$ cat src/rtl/core/status_line_key_value_parser_assert.svh
// Assertion macros for the status line key/value parser.
// Expects clk and rst_n in the scope where a macro is used.
`ifndef STATUS_LINE_KEY_VALUE_PARSER_ASSERT_SVH
`define STATUS_LINE_KEY_VALUE_PARSER_ASSERT_SVH

// The consequent must hold in the same cycle as the antecedent.
`define SLKV_ASSERT_SAME(lbl, ante, cons) \
    lbl: assert property (@(posedge clk) disable iff (!rst_n) (ante) |-> (cons)) \
        else $error("slkv assertion failed");

// The consequent must hold in the cycle after the antecedent.
`define SLKV_ASSERT_NEXT(lbl, ante, cons) \
    lbl: assert property (@(posedge clk) disable iff (!rst_n) (ante) |=> (cons)) \
        else $error("slkv assertion failed");

`endif

$ cat src/rtl/core/slkv_pkg.sv
// Package for the status line key/value parser: field ids, character
// codes, parser state types and the key lookup. No dependencies.
package slkv_pkg;

    // Field identifiers.
    localparam logic [3:0] FID_S    = 4'd0;
    localparam logic [3:0] FID_W    = 4'd1;
    localparam logic [3:0] FID_P    = 4'd2;
    localparam logic [3:0] FID_H    = 4'd3;
    localparam logic [3:0] FID_HT   = 4'd4;
    localparam logic [3:0] FID_HTT  = 4'd5;
    localparam logic [3:0] FID_B    = 4'd6;
    localparam logic [3:0] FID_BT   = 4'd7;
    localparam logic [3:0] FID_C    = 4'd8;
    localparam logic [3:0] FID_CT   = 4'd9;
    localparam logic [3:0] FID_PR   = 4'd10;
    localparam logic [3:0] FID_TR   = 4'd11;
    localparam logic [3:0] FID_NONE = 4'd15;

    // Character codes.
    localparam logic [7:0] CH_NUL   = 8'h00;
    localparam logic [7:0] CH_TAB   = 8'h09;
    localparam logic [7:0] CH_LF    = 8'h0A;
    localparam logic [7:0] CH_VT    = 8'h0B;
    localparam logic [7:0] CH_FF    = 8'h0C;
    localparam logic [7:0] CH_CR    = 8'h0D;
    localparam logic [7:0] CH_SPACE = 8'h20;
    localparam logic [7:0] CH_PLUS  = 8'h2B;
    localparam logic [7:0] CH_MINUS = 8'h2D;
    localparam logic [7:0] CH_ZERO  = 8'h30;
    localparam logic [7:0] CH_NINE  = 8'h39;
    localparam logic [7:0] CH_COLON = 8'h3A;
    localparam logic [7:0] CH_PIPE  = 8'h7C;
    localparam logic [7:0] CH_B     = 8'h42;
    localparam logic [7:0] CH_C     = 8'h43;
    localparam logic [7:0] CH_H     = 8'h48;
    localparam logic [7:0] CH_P     = 8'h50;
    localparam logic [7:0] CH_R     = 8'h52;
    localparam logic [7:0] CH_S     = 8'h53;
    localparam logic [7:0] CH_T     = 8'h54;
    localparam logic [7:0] CH_W     = 8'h57;

    // Where the line parse stands.
    typedef enum logic [2:0] {
        PH_KEY   = 3'b001,
        PH_VALUE = 3'b010,
        PH_DONE  = 3'b100
    } phase_t;

    // Where the decimal value decode stands.
    typedef enum logic [2:0] {
        VS_SPACE  = 3'b001,
        VS_DIGITS = 3'b010,
        VS_STOP   = 3'b100
    } vstage_t;

    // Maps a key of one to three characters to its field id.
    function automatic logic [3:0] lookup_key(input logic [23:0] text,
                                              input logic [2:0]  len);
        logic [7:0] a;
        logic [7:0] b;
        logic [7:0] c;
        logic [3:0] id;
        a  = text[7:0];
        b  = text[15:8];
        c  = text[23:16];
        id = FID_NONE;
        if (len == 3'd3)
        begin
            if (a == CH_H && b == CH_T && c == CH_T) id = FID_HTT;
        end
        else if (len == 3'd2)
        begin
            if      (a == CH_H && b == CH_T) id = FID_HT;
            else if (a == CH_B && b == CH_T) id = FID_BT;
            else if (a == CH_C && b == CH_T) id = FID_CT;
            else if (a == CH_P && b == CH_R) id = FID_PR;
            else if (a == CH_T && b == CH_R) id = FID_TR;
        end
        else if (len == 3'd1)
        begin
            if      (a == CH_S) id = FID_S;
            else if (a == CH_W) id = FID_W;
            else if (a == CH_P) id = FID_P;
            else if (a == CH_H) id = FID_H;
            else if (a == CH_B) id = FID_B;
            else if (a == CH_C) id = FID_C;
        end
        return id;
    endfunction

endpackage

$ cat src/rtl/core/status_line_key_value_parser.sv
// Status line key/value parser: byte-wide request in, field update out.
// Depends on slkv_pkg and status_line_key_value_parser_assert.svh.
//
// Usage:
// Bytes of a serial status stream arrive as requests on the byte channel
// (byte_valid, byte_ready, rx_byte). Lines end in a newline and hold
// pipe-separated KEY:VALUE pairs; carriage returns are dropped and a line
// keeps at most LINE_LIMIT-1 bytes. When a value of a known key ends, at
// a pipe, a newline or a zero byte, one update leaves on the update
// channel (update_valid, update_ready, field_id, field_value).
// Latency: an update is presented in the cycle after the byte that ends
// the value is accepted. Throughput: one byte per cycle unless stalled;
// the parser state is a single register stage, one short step per byte.
// The update sits in an output register; a new byte is taken whenever
// that register is empty or is being emptied in the same cycle, so a
// stalled receiver holds back the byte channel only while an update waits.
// Reset clears all line state and empties the output register.
// Values wrap modulo 2^32; W, P and H report 0 or 1.
module status_line_key_value_parser
    import slkv_pkg::*;
#(
    parameter int LINE_LIMIT = 384
)
(
    input  logic               clk,
    input  logic               rst_n,
    input  logic               byte_valid,
    output logic               byte_ready,
    input  logic [7:0]         rx_byte,
    output logic               update_valid,
    input  logic               update_ready,
    output logic [3:0]         field_id,
    output logic signed [31:0] field_value
);

    `include "status_line_key_value_parser_assert.svh"

    localparam int CNT_W = (LINE_LIMIT > 2) ? $clog2(LINE_LIMIT) : 1;
    localparam logic [CNT_W-1:0] LINE_FULL = CNT_W'(LINE_LIMIT - 1);

    // Parser state.
    logic [CNT_W-1:0] line_count_reg, line_count_next;
    phase_t           phase_reg, phase_next;
    logic [23:0]      key_text_reg, key_text_next;
    logic [2:0]       key_len_reg, key_len_next;
    logic [3:0]       match_reg, match_next;
    vstage_t          vstage_reg, vstage_next;
    logic             neg_reg, neg_next;
    logic [31:0]      accum_reg, accum_next;

    // Output register.
    logic             out_valid_reg, out_valid_next;
    logic [3:0]       out_id_reg, out_id_next;
    logic [31:0]      out_value_reg, out_value_next;

    logic             accept;
    logic             emit;
    logic             is_digit;
    logic             is_space;
    logic [31:0]      signed_value;
    logic [31:0]      emit_value;

    assign byte_ready   = !out_valid_reg || update_ready;
    assign accept       = byte_valid && byte_ready;
    assign update_valid = out_valid_reg;
    assign field_id     = out_id_reg;
    assign field_value  = out_value_reg;

    // Character classes and the value an update would carry now.
    always_comb
    begin
        is_digit     = (rx_byte >= CH_ZERO) && (rx_byte <= CH_NINE);
        is_space     = (rx_byte == CH_SPACE) || (rx_byte == CH_TAB)
                    || (rx_byte == CH_VT) || (rx_byte == CH_FF);
        signed_value = neg_reg ? (32'd0 - accum_reg) : accum_reg;
        if (match_reg == FID_W || match_reg == FID_P || match_reg == FID_H)
        begin
            emit_value = {31'd0, (signed_value != 32'd0)};
        end
        else
        begin
            emit_value = signed_value;
        end
    end

    // One parse step per accepted byte.
    always_comb
    begin
        line_count_next = line_count_reg;
        phase_next      = phase_reg;
        key_text_next   = key_text_reg;
        key_len_next    = key_len_reg;
        match_next      = match_reg;
        vstage_next     = vstage_reg;
        neg_next        = neg_reg;
        accum_next      = accum_reg;
        emit            = 1'b0;

        if (accept)
        begin
            if (rx_byte == CH_LF)
            begin
                // End of line: flush an open value and start afresh.
                emit            = (phase_reg == PH_VALUE) && (match_reg != FID_NONE);
                line_count_next = '0;
                phase_next      = PH_KEY;
                key_text_next   = '0;
                key_len_next    = '0;
                match_next      = FID_NONE;
                vstage_next     = VS_SPACE;
                neg_next        = 1'b0;
                accum_next      = '0;
            end
            else if (line_count_reg != LINE_FULL && rx_byte != CH_CR)
            begin
                line_count_next = line_count_reg + 1'b1;
                unique case (phase_reg)
                    PH_DONE:
                    begin
                    end
                    PH_KEY:
                    begin
                        if (rx_byte == CH_NUL)
                        begin
                            phase_next = PH_DONE;
                        end
                        else if (rx_byte == CH_COLON)
                        begin
                            match_next  = lookup_key(key_text_reg, key_len_reg);
                            vstage_next = VS_SPACE;
                            neg_next    = 1'b0;
                            accum_next  = '0;
                            phase_next  = PH_VALUE;
                        end
                        else
                        begin
                            unique case (key_len_reg)
                                3'd0:    key_text_next[7:0]   = rx_byte;
                                3'd1:    key_text_next[15:8]  = rx_byte;
                                3'd2:    key_text_next[23:16] = rx_byte;
                                default: key_text_next        = key_text_reg;
                            endcase
                            if (key_len_reg < 3'd4) key_len_next = key_len_reg + 3'd1;
                        end
                    end
                    PH_VALUE:
                    begin
                        if (rx_byte == CH_NUL)
                        begin
                            emit       = (match_reg != FID_NONE);
                            phase_next = PH_DONE;
                        end
                        else if (rx_byte == CH_PIPE)
                        begin
                            emit          = (match_reg != FID_NONE);
                            key_text_next = '0;
                            key_len_next  = '0;
                            match_next    = FID_NONE;
                            vstage_next   = VS_SPACE;
                            neg_next      = 1'b0;
                            accum_next    = '0;
                            phase_next    = PH_KEY;
                        end
                        else if (vstage_reg != VS_STOP)
                        begin
                            // Decimal decode: times ten as two shifts and an add.
                            if (is_digit)
                            begin
                                accum_next  = (accum_reg << 3) + (accum_reg << 1)
                                            + {28'd0, rx_byte[3:0]};
                                vstage_next = VS_DIGITS;
                            end
                            else if (vstage_reg == VS_SPACE && is_space)
                            begin
                                vstage_next = VS_SPACE;
                            end
                            else if (vstage_reg == VS_SPACE
                                     && (rx_byte == CH_MINUS || rx_byte == CH_PLUS))
                            begin
                                neg_next    = (rx_byte == CH_MINUS);
                                vstage_next = VS_DIGITS;
                            end
                            else
                            begin
                                vstage_next = VS_STOP;
                            end
                        end
                    end
                    default:
                    begin
                        phase_next = PH_KEY;
                    end
                endcase
            end
        end
    end

    // Output register loads on an update and empties when taken.
    always_comb
    begin
        out_valid_next = out_valid_reg && !update_ready;
        out_id_next    = out_id_reg;
        out_value_next = out_value_reg;
        if (emit)
        begin
            out_valid_next = 1'b1;
            out_id_next    = match_reg;
            out_value_next = emit_value;
        end
    end

    // Control state.
    always_ff @(posedge clk or negedge rst_n)
    begin
        if (!rst_n)
        begin
            line_count_reg <= '0;
            phase_reg      <= PH_KEY;
            key_len_reg    <= '0;
            match_reg      <= FID_NONE;
            vstage_reg     <= VS_SPACE;
            neg_reg        <= 1'b0;
            key_text_reg   <= '0;
            accum_reg      <= '0;
            out_valid_reg  <= 1'b0;
        end
        else
        begin
            line_count_reg <= line_count_next;
            phase_reg      <= phase_next;
            key_len_reg    <= key_len_next;
            match_reg      <= match_next;
            vstage_reg     <= vstage_next;
            neg_reg        <= neg_next;
            key_text_reg   <= key_text_next;
            accum_reg      <= accum_next;
            out_valid_reg  <= out_valid_next;
        end
    end

    // Update payload.
    always_ff @(posedge clk)
    begin
        out_id_reg    <= out_id_next;
        out_value_reg <= out_value_next;
    end

    // Checks on the parser's own behaviour.
    `SLKV_ASSERT_SAME(a_known_field, update_valid, field_id <= FID_TR)
    `SLKV_ASSERT_SAME(a_flag_bool, update_valid && (field_id == FID_W || field_id == FID_P || field_id == FID_H), field_value == 32'sd0 || field_value == 32'sd1)
    `SLKV_ASSERT_NEXT(a_newline_resets, accept && rx_byte == CH_LF, phase_reg == PH_KEY && line_count_reg == '0 && match_reg == FID_NONE)
    `SLKV_ASSERT_SAME(a_count_bound, 1'b1, line_count_reg <= LINE_FULL)
    `SLKV_ASSERT_NEXT(a_no_update_in_key, accept && phase_reg == PH_KEY && rx_byte != CH_LF && !update_ready, update_valid == $past(update_valid))

endmodule

$ cat config.mk
export PLATFORM = sky130hd
export DESIGN_NAME = status_line_key_value_parser
export DESIGN_NICKNAME = d
export VERILOG_FILES = /design/src/rtl/core/slkv_pkg.sv /design/src/rtl/core/status_line_key_value_parser.sv
export VERILOG_INCLUDE_DIRS = /design/src /design/src/rtl/core
export SDC_FILE = /design/constraint.sdc
export NUM_CORES = 1
export LEC_CHECK = 0
export BUFFER_PORTS_ARGS = -buffer_cell sky130_fd_sc_hd__buf_4
export CAP_MARGIN = 20
export CORE_MARGIN = 2
export CORE_UTILIZATION = 55
export DETAILED_ROUTE_END_ITERATION = 16
export PLACE_DENSITY = 0.73
export SETUP_SLACK_MARGIN = 0.3
export SKIP_CTS_REPAIR_TIMING = 1
export SYNTH_ARGS = -nofsm -noshare
export SYNTH_HDL_FRONTEND = slang
export SYNTH_SLANG_ARGS = --single-unit
$ cat constraint.sdc
create_clock -name clk -period 11 [get_ports clk]
set_clock_uncertainty 0.15 [all_clocks]
set_input_delay 2.2 -clock clk [delete_from_list [all_inputs] [get_ports clk]]
set_output_delay 2.2 -clock clk [all_outputs]
set_load 0.02 [all_outputs]
==> metrics.md, run 1 <==
| Metric | Value |
|---|---|
| Run status | complete, no violations |
| Grt total ovfl | 0 |
| Xor/xnor share of the synthesized area | 6.48% |
| Least-Margin Pin Slew | 1050 ps |
| Clk sinks | 116 |
| Vias in the first global route | 6489 |
| Worst vdd ir | 0.129 mV |
| Sw Pwr | 805 uW |
| Post-synthesis cell type with the largest combined area | dfrtp_1 |
| Post-synth top area share | 22.1% |
| Syn. warnings | 0 |
| RSZ-0062 raised after global routing | false |
| Die Ht | 127 um |
| Ant diodes | 0 |
| Setup_tns | 0 ps |
| FFs w/ async S/R, synth | 69.0% |
| Compound-Gate Fraction of Synth Area | 18.4% |
| Total CTS buffers | 17 |
| FMAX | 0.180 GHz |
| Gpl congestion | 0.895 |
| Mux share of post-synthesis cell area | 4.11% |
| Synth Instances | 919 |
| Slew HR | 29.8% |
| CP startpoint kind | primary input |
| Max clock buf depth | 2 |
| Final period util | 50.5% |
| Clk network pwr share | 26.0% |
| Sequential share of power | 32.0% |
| Synth unique cells | 79 |
| Worst setup EP type | flop |
| Via density | 6.17 |
| Initial Util | 55.8% |
| P_leak | 0.00427 uW |
| Number of I/O pins | 50 |
| Port Buffers | 49 |
| Synth-to-Final Area Change | 12.8% |
| DPL Wire Length | 13900 um |
| Register area share after synthesis | 36.9% |
| Initial antenna violation count | 0 |
| Final setup vio count | 0 |
| Layout cells sized above 1 | 13.5% |
| CP required | 11180 ps |
| Synth Area in Simple Gates | 20.9% |
| Hold Crit Class | reg2reg |
| Chip width | 127 um |
| Netlist Area Pre-Place | 8380 um^2 |
| Internal | 1170 uW |
| Final WL | 19700 um |
| Crit path DAT | 5740 ps |
| Post-Syn Nets | 999 |
| WL/cell | 17.1 um |
| Worst-path clk slew | 60 ps |
| Top post-synthesis cells by count | nand2_1 (106), nor2_1 (92), dfrtp_1 (74) |
| TritonCTS clock tree | built |
| Top FF cell, synth | dfrtp_1 |
| Syn Area/Cell | 9.12 um^2 |
| Tmin final | 5560 ps |
| Crit-path max FO | 10 |
| Max_cap viols | 0 |
| DRT iter0 DRCs | 672 |
| Yosys reg bits | 116 |
| Post-synth EDFFs | 36 |
| Clock Latency Late Sink | 420 ps |
| DRT antenna net count | 0 |
| Final Hold Vio Count | 0 |
| Drt drc | 0 |
| Sw Ratio | 40.7% |
| Total GRT Usage | 25.2% |
| Post-Synth Adder-Cell Area | 10.3% |
| Die Area | 16200 um^2 |
| CTS Root Cell | clkbuf_16 |
| Final nets | 1034 |
| Slew Viols, Final | 0 |
| Largest net degree at the start of global routing | 81 |
| Row count | 45 |
| WS Path Type | in2reg |
| Top-count cell post-synth | nand2_1 |
| Router iterations before antenna repair | 5 |
| Core area | 15000 um^2 |
| Pwr per Cell Area | 209 nW/um^2 |
| Logic pwr share | 42.0% |
| First-pass GRT wire length | 32900 um |
| DR vias | 7125 |
| Dominant cells by area after synthesis | dfrtp_1 (22%), edfxtp_1 (13%), ha_1 (9.9%) |
| H-tree depth | 4 |
| Main combinational cell family by area after synthesis | simple AND/OR/NAND/NOR gates |
| Layout Utilization | 62.9% |
## stage by stage
stage	hold slack (ps)	instance area (um^2)	instances	total power (uW)	setup WS, ps
floorplan	305	8380	919	1260	5440
global placement	314	8880	1122	1430	5230
detailed placement	327	8880	1122	1440	5100
CTS	339	9420	1154	1970	5530
global route	365	9450	1155	2110	5170
finish	336	9450	1155	1980	5440
## cells in the final DEF, fill, tap and decap left out, types with 12 or more instances in the layout
cell type    n
a21o_1      16
a21oi_1     37
and2_1      13
buf_4       54
clkbuf_16   17
dfrtp_1     74
edfxtp_1    36
ha_1        66
inv_1       23
mux2_2      20
nand2_1    106
nand3_1     23
nand4_1     12
nor2_1      91
nor3_1      22
o21ai_0     70
o31ai_1     23
xnor2_1     21
xor2_1      41
## final timing paths
kind | startpoint | endpoint | slack, ps | cells past startpoint
worst max register to register | accum_reg[2]$_DFFE_PN0P_ | accum_reg[29]$_DFFE_PN0P_ | 6820 | 12
max in group asynchronous | rst_n | vstage_reg[0]$_DFFE_PN1P_ | 8540 | 2
worst min-delay path | key_text_reg[5]$_DFFE_PN0P_ | key_text_reg[5]$_DFFE_PN0P_ | 340 | 1
min in group asynchronous | rst_n | key_text_reg[6]$_DFFE_PN0P_ | 1520 | 1
worst max-delay path | rx_byte[3] | accum_reg[29]$_DFFE_PN0P_ | 5440 | 13
worst min register to register | key_text_reg[5]$_DFFE_PN0P_ | key_text_reg[5]$_DFFE_PN0P_ | 340 | 1
## area by class of cell
type / instances / area [um^2]
Clock buffer: 19 / 433
Tap cell: 188 / 235
Inverter: 23 / 86.3
Multi-Input combinational cell: 741 / 5060
Sequential cell: 116 / 3090
Clock inverter: 13 / 111
Timing Repair Buffer: 55 / 433
Fill cell: 1282 / 5580
## logic make-up (layout without fill, tap and decap cells)
| logic type | after synthesis | count (layout) |
|---|---|---|
| AOI/OAI and AO/OA | 233 | 233 |
| DFF | 116 | 116 |
| muxes | 31 | 31 |
| adders and majority gates | 68 | 68 |
| xor gates and xnor gates | 62 | 62 |
| buffers and inverters | 62 | 110 |
| and+or+nand+nor | 347 | 347 |
## layer usage
| metal | GRT usage [%] | routed length (um) | vias to the layer above | share of wire, % |
|---|---|---|---|---|
| met2 | 36.6 | 8510 | 259 | 43 |
| li1 | - | - | 3467 | - |
| met1 | 38.2 | 9820 | 3375 | 50 |
| met5 | 0 | 0 | - | 0 |
| met4 | 6.79 | 267 | 0 | 1.4 |
| met3 | 5.49 | 1130 | 24 | 5.7 |
## power groups by stage
| stage | clock network (uW) | registers (uW) | logic [uW] |
|---|---|---|---|
| 2_1_floorplan | 0 | 602 | 658 |
| 3_3_place_gp | 0 | 636 | 793 |
| 3_5_place_dp | 0 | 638 | 806 |
| 4_1_cts | 522 | 631 | 821 |
| 5_1_grt | 541 | 648 | 920 |
| 6_report | 514 | 633 | 830 |
## worst max-delay path, cell delays in order
cell and delay (ps):
buf_4 150, inv_1 90, fa_1 530, inv_1 60, ha_1 310, a211oi_1 380, o21ai_1 190, nand3_1 190
o211ai_1 130, a2111oi_0 840, o311ai_0 320, xnor2_1 180, o21ai_0 160
No activity file was read; power rests on OpenSTA's default activity.
==> run 2, diff against run 1 <==
--- a/config.mk
+++ b/config.mk
@@ -11,7 +11,7 @@
 export CORE_MARGIN = 2
 export CORE_UTILIZATION = 55
 export DETAILED_ROUTE_END_ITERATION = 16
-export PLACE_DENSITY = 0.73
+export PLACE_DENSITY = 0.76
 export SETUP_SLACK_MARGIN = 0.3
 export SKIP_CTS_REPAIR_TIMING = 1
 export SYNTH_ARGS = -nofsm -noshare
==> constraint.sdc (replaced) <==
create_clock -name clk -period 5.08 [get_ports clk]
set_clock_uncertainty 0.15 [all_clocks]
set_input_delay 1.016 -clock clk [delete_from_list [all_inputs] [get_ports clk]]
set_output_delay 1.016 -clock clk [all_outputs]
set_load 0.02 [all_outputs]
==> metrics.md, run 2 (same netlist as run 1, synthesis figures left out) <==
| Metric | Value |
|---|---|
| Post-route insts no fill | 1162 |
| Final setup vio count | 0 |
| WL/cell | 16.9 um |
| Least-Margin Pin Slew | 918 ps |
| Die Area | 16200 um^2 |
| Slew Viols, Final | 0 |
| Router iterations before antenna repair | 5 |
| Critical-path cell list | buf_4 > inv_1 > fa_1 > inv_1 > ha_1 > a211oi_1 > o21ai_1 > a31oi_1 > nor2_1 > a21boi_1 > nor4_1 > or4_1 > a32o_1 |
| Vias in the first global route | 6380 |
| Initial Util | 55.8% |
| CP startpoint kind | primary input |
| FMAX | 0.244 GHz |
| Synth-to-Final Area Change | 13.6% |
| Most common cell after layout, fill and taps aside | nand2_1 |
| Post-Place Setup Slack | 640 ps |
| CP Launch Point | rx_byte[3] |
| Met2 WL | 8570 um |
| Row count | 45 |
| Worst setup EP type | flop |
| Total GRT Usage | 24.7% |
| Worst-path clk slew | 50 ps |
| Core area | 15000 um^2 |
| Clk sinks | 116 |
| DRT iter0 DRCs | 671 |
| H-tree depth | 4 |
| Via density | 6.13 |
| Uppermost layer routed | met4 |
| Reg2Reg Depth | 12 |
| Max_cap viols | 0 |
| Drt drc | 0 |
| Chip width | 127 um |
| Hold Crit Class | reg2reg |
| Initial antenna violation count | 0 |
| Layout cells sized above 1 | 14.4% |
| Run status | complete, no violations |
| Most frequent cells in the layout | nand2_1 (106), nor2_1 (91), dfrtp_1 (74) |
| Final period util | 80.6% |
| Crit path DAT | 4250 ps |
| Grt total ovfl | 0 |
| Final nets | 1041 |
| DRT antenna net count | 0 |
| CTS Root Cell | clkbuf_16 |
| TritonCTS clock tree | built |
| Slowest stage delay, CP | 530 ps |
| Met3 wire length | 1220 um |
| DPL Wire Length | 14100 um |
| Setup_tns | 0 ps |
| RSZ-0062 raised after global routing | false |
| Fillers | 1266 |
| DR vias | 7127 |
| P_leak | 0.00431 uW |
| Tmin final | 4090 ps |
| Placed insts | 1129 |
| Final Hold Vio Count | 0 |
| First-pass GRT wire length | 32200 um |
| Total CTS buffers | 17 |
| Metal-1 WL | 9610 um |
| Ant diodes | 0 |
| CP dominant cell by count | inv_1 |
| Port Buffers | 49 |
| Number of I/O pins | 50 |
| WS Path Type | in2reg |
| Reg2reg start | accum_reg[2]$_DFFE_PN0P_ |
| Setup WS post-layout | 987 ps |
| Gpl congestion | 0.892 |
| Critical Path Sink | accum_reg[31]$_DFFE_PN0P_ |
| Die Ht | 127 um |
| Max clock buf depth | 2 |
| Crit-path max FO | 10 |
| Largest net degree at the start of global routing | 81 |
| Final WL | 19600 um |
| FF-to-FF End | accum_reg[31]$_DFFE_PN0P_ |
| CP required | 5240 ps |
| Flop-to-flop setup slack | 1170 ps |
| Worst vdd ir | 0.277 mV |
| Slew HR | 38.6% |
| Hold_ws | 331 ps |
| Clock Latency Late Sink | 430 ps |
| Pwr per Cell Area | 452 nW/um^2 |
| Slowest CP cell | fa_1 |
run 2: changes by cell type in the layout (fill, tap and decap cells not counted), sizes merged:
| cell | before | now |
|---|---|---|
| buf | 55 | 62 |
| clkbuf | 19 | 20 |
| clkinv | 8 | 5 |
| inv | 24 | 26 |
run 2: cell type report:
| type | instances | area, um^2 | area share [%] |
|---|---|---|---|
| clock buffers | 20 | 457 | 4.80 |
| clock inverters | 12 | 105 | 1.10 |
| flip-flops and latches | 116 | 3090 | 32.5 |
| well taps | 188 | 235 | 2.47 |
| repair buffers | 62 | 485 | 5.10 |
| multi-input cells | 741 | 5060 | 53.2 |
| inverters | 23 | 86.3 | 0.907 |
run 2: critical path, delay by kind of cell:
kind	cells	cell delay, ps
buffers and inverters	3	300
AOI/OAI and AO/OA	5	1360
and+or+nand+nor	3	720
adders and majority gates	2	840
run 2: stage by stage:
stage,area (um^2),utilization [%],total power [uW]
after floorplan,8380,-,2730
after global placement,8930,59.4,3100
after detailed placement,8930,59.4,3140
after CTS,9490,63.2,4300
after global routing,9520,63.3,4600
final,9520,63.3,4310
run 2: report_power, final:
| part | total [uW] | internal (uW) | switching [uW] | leakage [uW] |
|---|---|---|---|---|
| Clock | 1140 | 696 | 447 | 0.000273 |
| Combinational | 1790 | 722 | 1070 | 0.00270 |
| Sequential | 1370 | 1160 | 208 | 0.00134 |
run 2: worst min path at each step:
stage,start,end,slack (ps),cells after the start
floorplan,key_text_reg[5]$_DFFE_PN0P_,key_text_reg[5]$_DFFE_PN0P_,310,1
detailed placement,key_text_reg[5]$_DFFE_PN0P_,key_text_reg[5]$_DFFE_PN0P_,320,1
CTS,key_text_reg[5]$_DFFE_PN0P_,key_text_reg[5]$_DFFE_PN0P_,340,1
global placement,key_text_reg[5]$_DFFE_PN0P_,key_text_reg[5]$_DFFE_PN0P_,310,1
finish,key_text_reg[5]$_DFFE_PN0P_,key_text_reg[5]$_DFFE_PN0P_,330,1
global route,key_text_reg[5]$_DFFE_PN0P_,key_text_reg[5]$_DFFE_PN0P_,360,1
run 2: per-layer routing:
metal / track usage [%] / vias up
li1: - / 3476
met2: 36.0 / 223
met4: 6.01 / 0
met1: 37.5 / 3406
met5: 0 / -
met3: 5.28 / 22
==> run 3, diff against run 2 <==
==> constraint.sdc (replaced) <==
create_clock -name clk -period 3.6 [get_ports clk]
set_clock_uncertainty 0.15 [all_clocks]
set_input_delay 0.72 -clock clk [delete_from_list [all_inputs] [get_ports clk]]
set_output_delay 0.72 -clock clk [all_outputs]
set_load 0.02 [all_outputs]
==> metrics.md, run 3 (same netlist as run 1, synthesis figures left out) <==
| Metric | Value |
|---|---|
| Via density | 6.09 |
| Final Hold Vio Count | 0 |
| Total CTS buffers | 17 |
| Slew Viols, Final | 0 |
| P_leak | 0.00453 uW |
| CP startpoint kind | flop |
| Crit-path max FO | 6 |
| Multi-input logic area | 5190 um^2 |
| Run status | complete, no violations |
| Critical-path cell list | or4_1 > nor3_2 > nand4_4 > or3_4 > nor3b_2 > o211ai_1 > a2111oi_2 > a31oi_1 |
| Chip width | 127 um |
| Worst-path clk slew | 60 ps |
| Flop-to-flop setup slack | 340 ps |
| Final nets | 1079 |
| RSZ-0062 raised after global routing | true |
| FF-to-FF End | field_value[0]$_DFFE_PP_ |
| Slew HR | 30.3% |
| TritonCTS clock tree | built |
| Row count | 45 |
| Met2 usage | 37.3% |
| Crit path max-delay family | simple AND/OR/NAND/NOR gates |
| Most common cell after layout, fill and taps aside | nand2_1 |
| Initial antenna violation count | 0 |
| Final setup vio count | 0 |
| Initial Util | 55.8% |
| WL/cell | 16.9 um |
| Pwr per Cell Area | 660 nW/um^2 |
| Port Buffers | 49 |
| WS Path Type | reg2reg |
| DRT antenna net count | 0 |
| H-tree depth | 4 |
| Largest net degree at the start of global routing | 52 |
| Final period util | 90.5% |
| Total GRT Usage | 25.4% |
| Layout cells sized above 1 | 20.3% |
| Grt total ovfl | 0 |
| GR Util met1 | 38.5% |
| Setup_tns | 0 ps |
| Max clock buf depth | 2 |
| Hold Crit Class | in2async |
| GRT busiest layer | met1 |
| First-pass GRT wire length | 33300 um |
| Vias in the first global route | 6616 |
| Final WL | 20300 um |
| Worst Path Buf+Inv | 0 |
| Synth-to-Final Area Change | 18.7% |
| CTS Root Cell | clkbuf_16 |
| Slowest stage delay, CP | 650 ps |
| Crit path DAT | 3260 ps |
| Router iterations before antenna repair | 5 |
| Register area | 3100 um^2 |
| Fillers | 1199 |
| Gpl congestion | 0.942 |
| Ant diodes | 0 |
| DRT iter0 DRCs | 859 |
| Placed insts | 1161 |
| Most frequent cells in the layout | nand2_1 (106), buf_4 (99), nor2_1 (90) |
| Die Ht | 127 um |
| Slowest CP cell | or4_1 |
| Core area | 15000 um^2 |
| Clock Latency Late Sink | 420 ps |
| DPL Wire Length | 14700 um |
| Max_cap viols | 0 |
| Reg2reg start | accum_reg[19]$_DFFE_PN0P_ |
| Clk sinks | 116 |
| Least-Margin Pin Slew | 1040 ps |
| Post-route insts no fill | 1200 |
| Grt met3 use | 3.77% |
| CP required | 3600 ps |
| DR vias | 7312 |
| Number of I/O pins | 50 |
| Worst vdd ir | 0.419 mV |
| Tmin final | 3260 ps |
| Die Area | 16200 um^2 |
| Drt drc | 0 |
| Reg2Reg Depth | 8 |
| FMAX | 0.307 GHz |
| Worst setup EP type | flop |
## run 3: cell types whose count changed in the layout (fill, tap and decap cells not counted), sizes merged
| cell | delta |
|---|---|
| clkinv | +1 |
| clkinvlp | -1 |
| clkbuf | -1 |
| inv | +1 |
| buf | +38 |
## run 3: cell type report
cell class	instances	share of cell area (%)
multi-input combinational	741	52.1
sequential	116	31.1
timing repair buffer	100	7.67
clock buffer	19	4.57
tap	188	2.36
clock inverter	13	1.22
inverter	23	0.918
## run 3: worst max path at each step
stage / startpoint / endpoint / cells past startpoint
floorplan: rx_byte[3] / accum_reg[31]$_DFFE_PN0P_ / 13
global placement: rx_byte[3] / accum_reg[31]$_DFFE_PN0P_ / 13
detailed placement: rx_byte[3] / accum_reg[31]$_DFFE_PN0P_ / 13
CTS: accum_reg[0]$_DFFE_PN0P_ / accum_reg[31]$_DFFE_PN0P_ / 12
global route: accum_reg[2]$_DFFE_PN0P_ / accum_reg[24]$_DFFE_PN0P_ / 12
finish: accum_reg[19]$_DFFE_PN0P_ / field_value[0]$_DFFE_PP_ / 8
## run 3: layer usage
metal / wire length, um / share of wire, % / up-vias
li1: - / - / 3549
met1: 9690 / 48 / 3479
met2: 9100 / 45 / 258
met3: 1200 / 5.9 / 26
met4: 292 / 1.4 / 0
met5: 0 / 0 / -
## run 3: per-stage QoR
stage                     instance area [um^2]  worst slack, ps  utilization (%)  total power, uW  hold WS, ps
after floorplan                           8440              135                -             3880          274
after CTS                                 9790              158             65.2             6450          121
after global routing                      9950              187             66.2             6970          144
after global placement                    9220             3.62             61.3             4700          320
after detailed placement                  9220            -21.3             61.3             4780          328
final                                     9950              341             66.2             6570          108
## run 3: power breakdown
part / switching (uW) / internal, uW
logic: 1700 / 1310
clock network: 657 / 997
registers: 260 / 1650
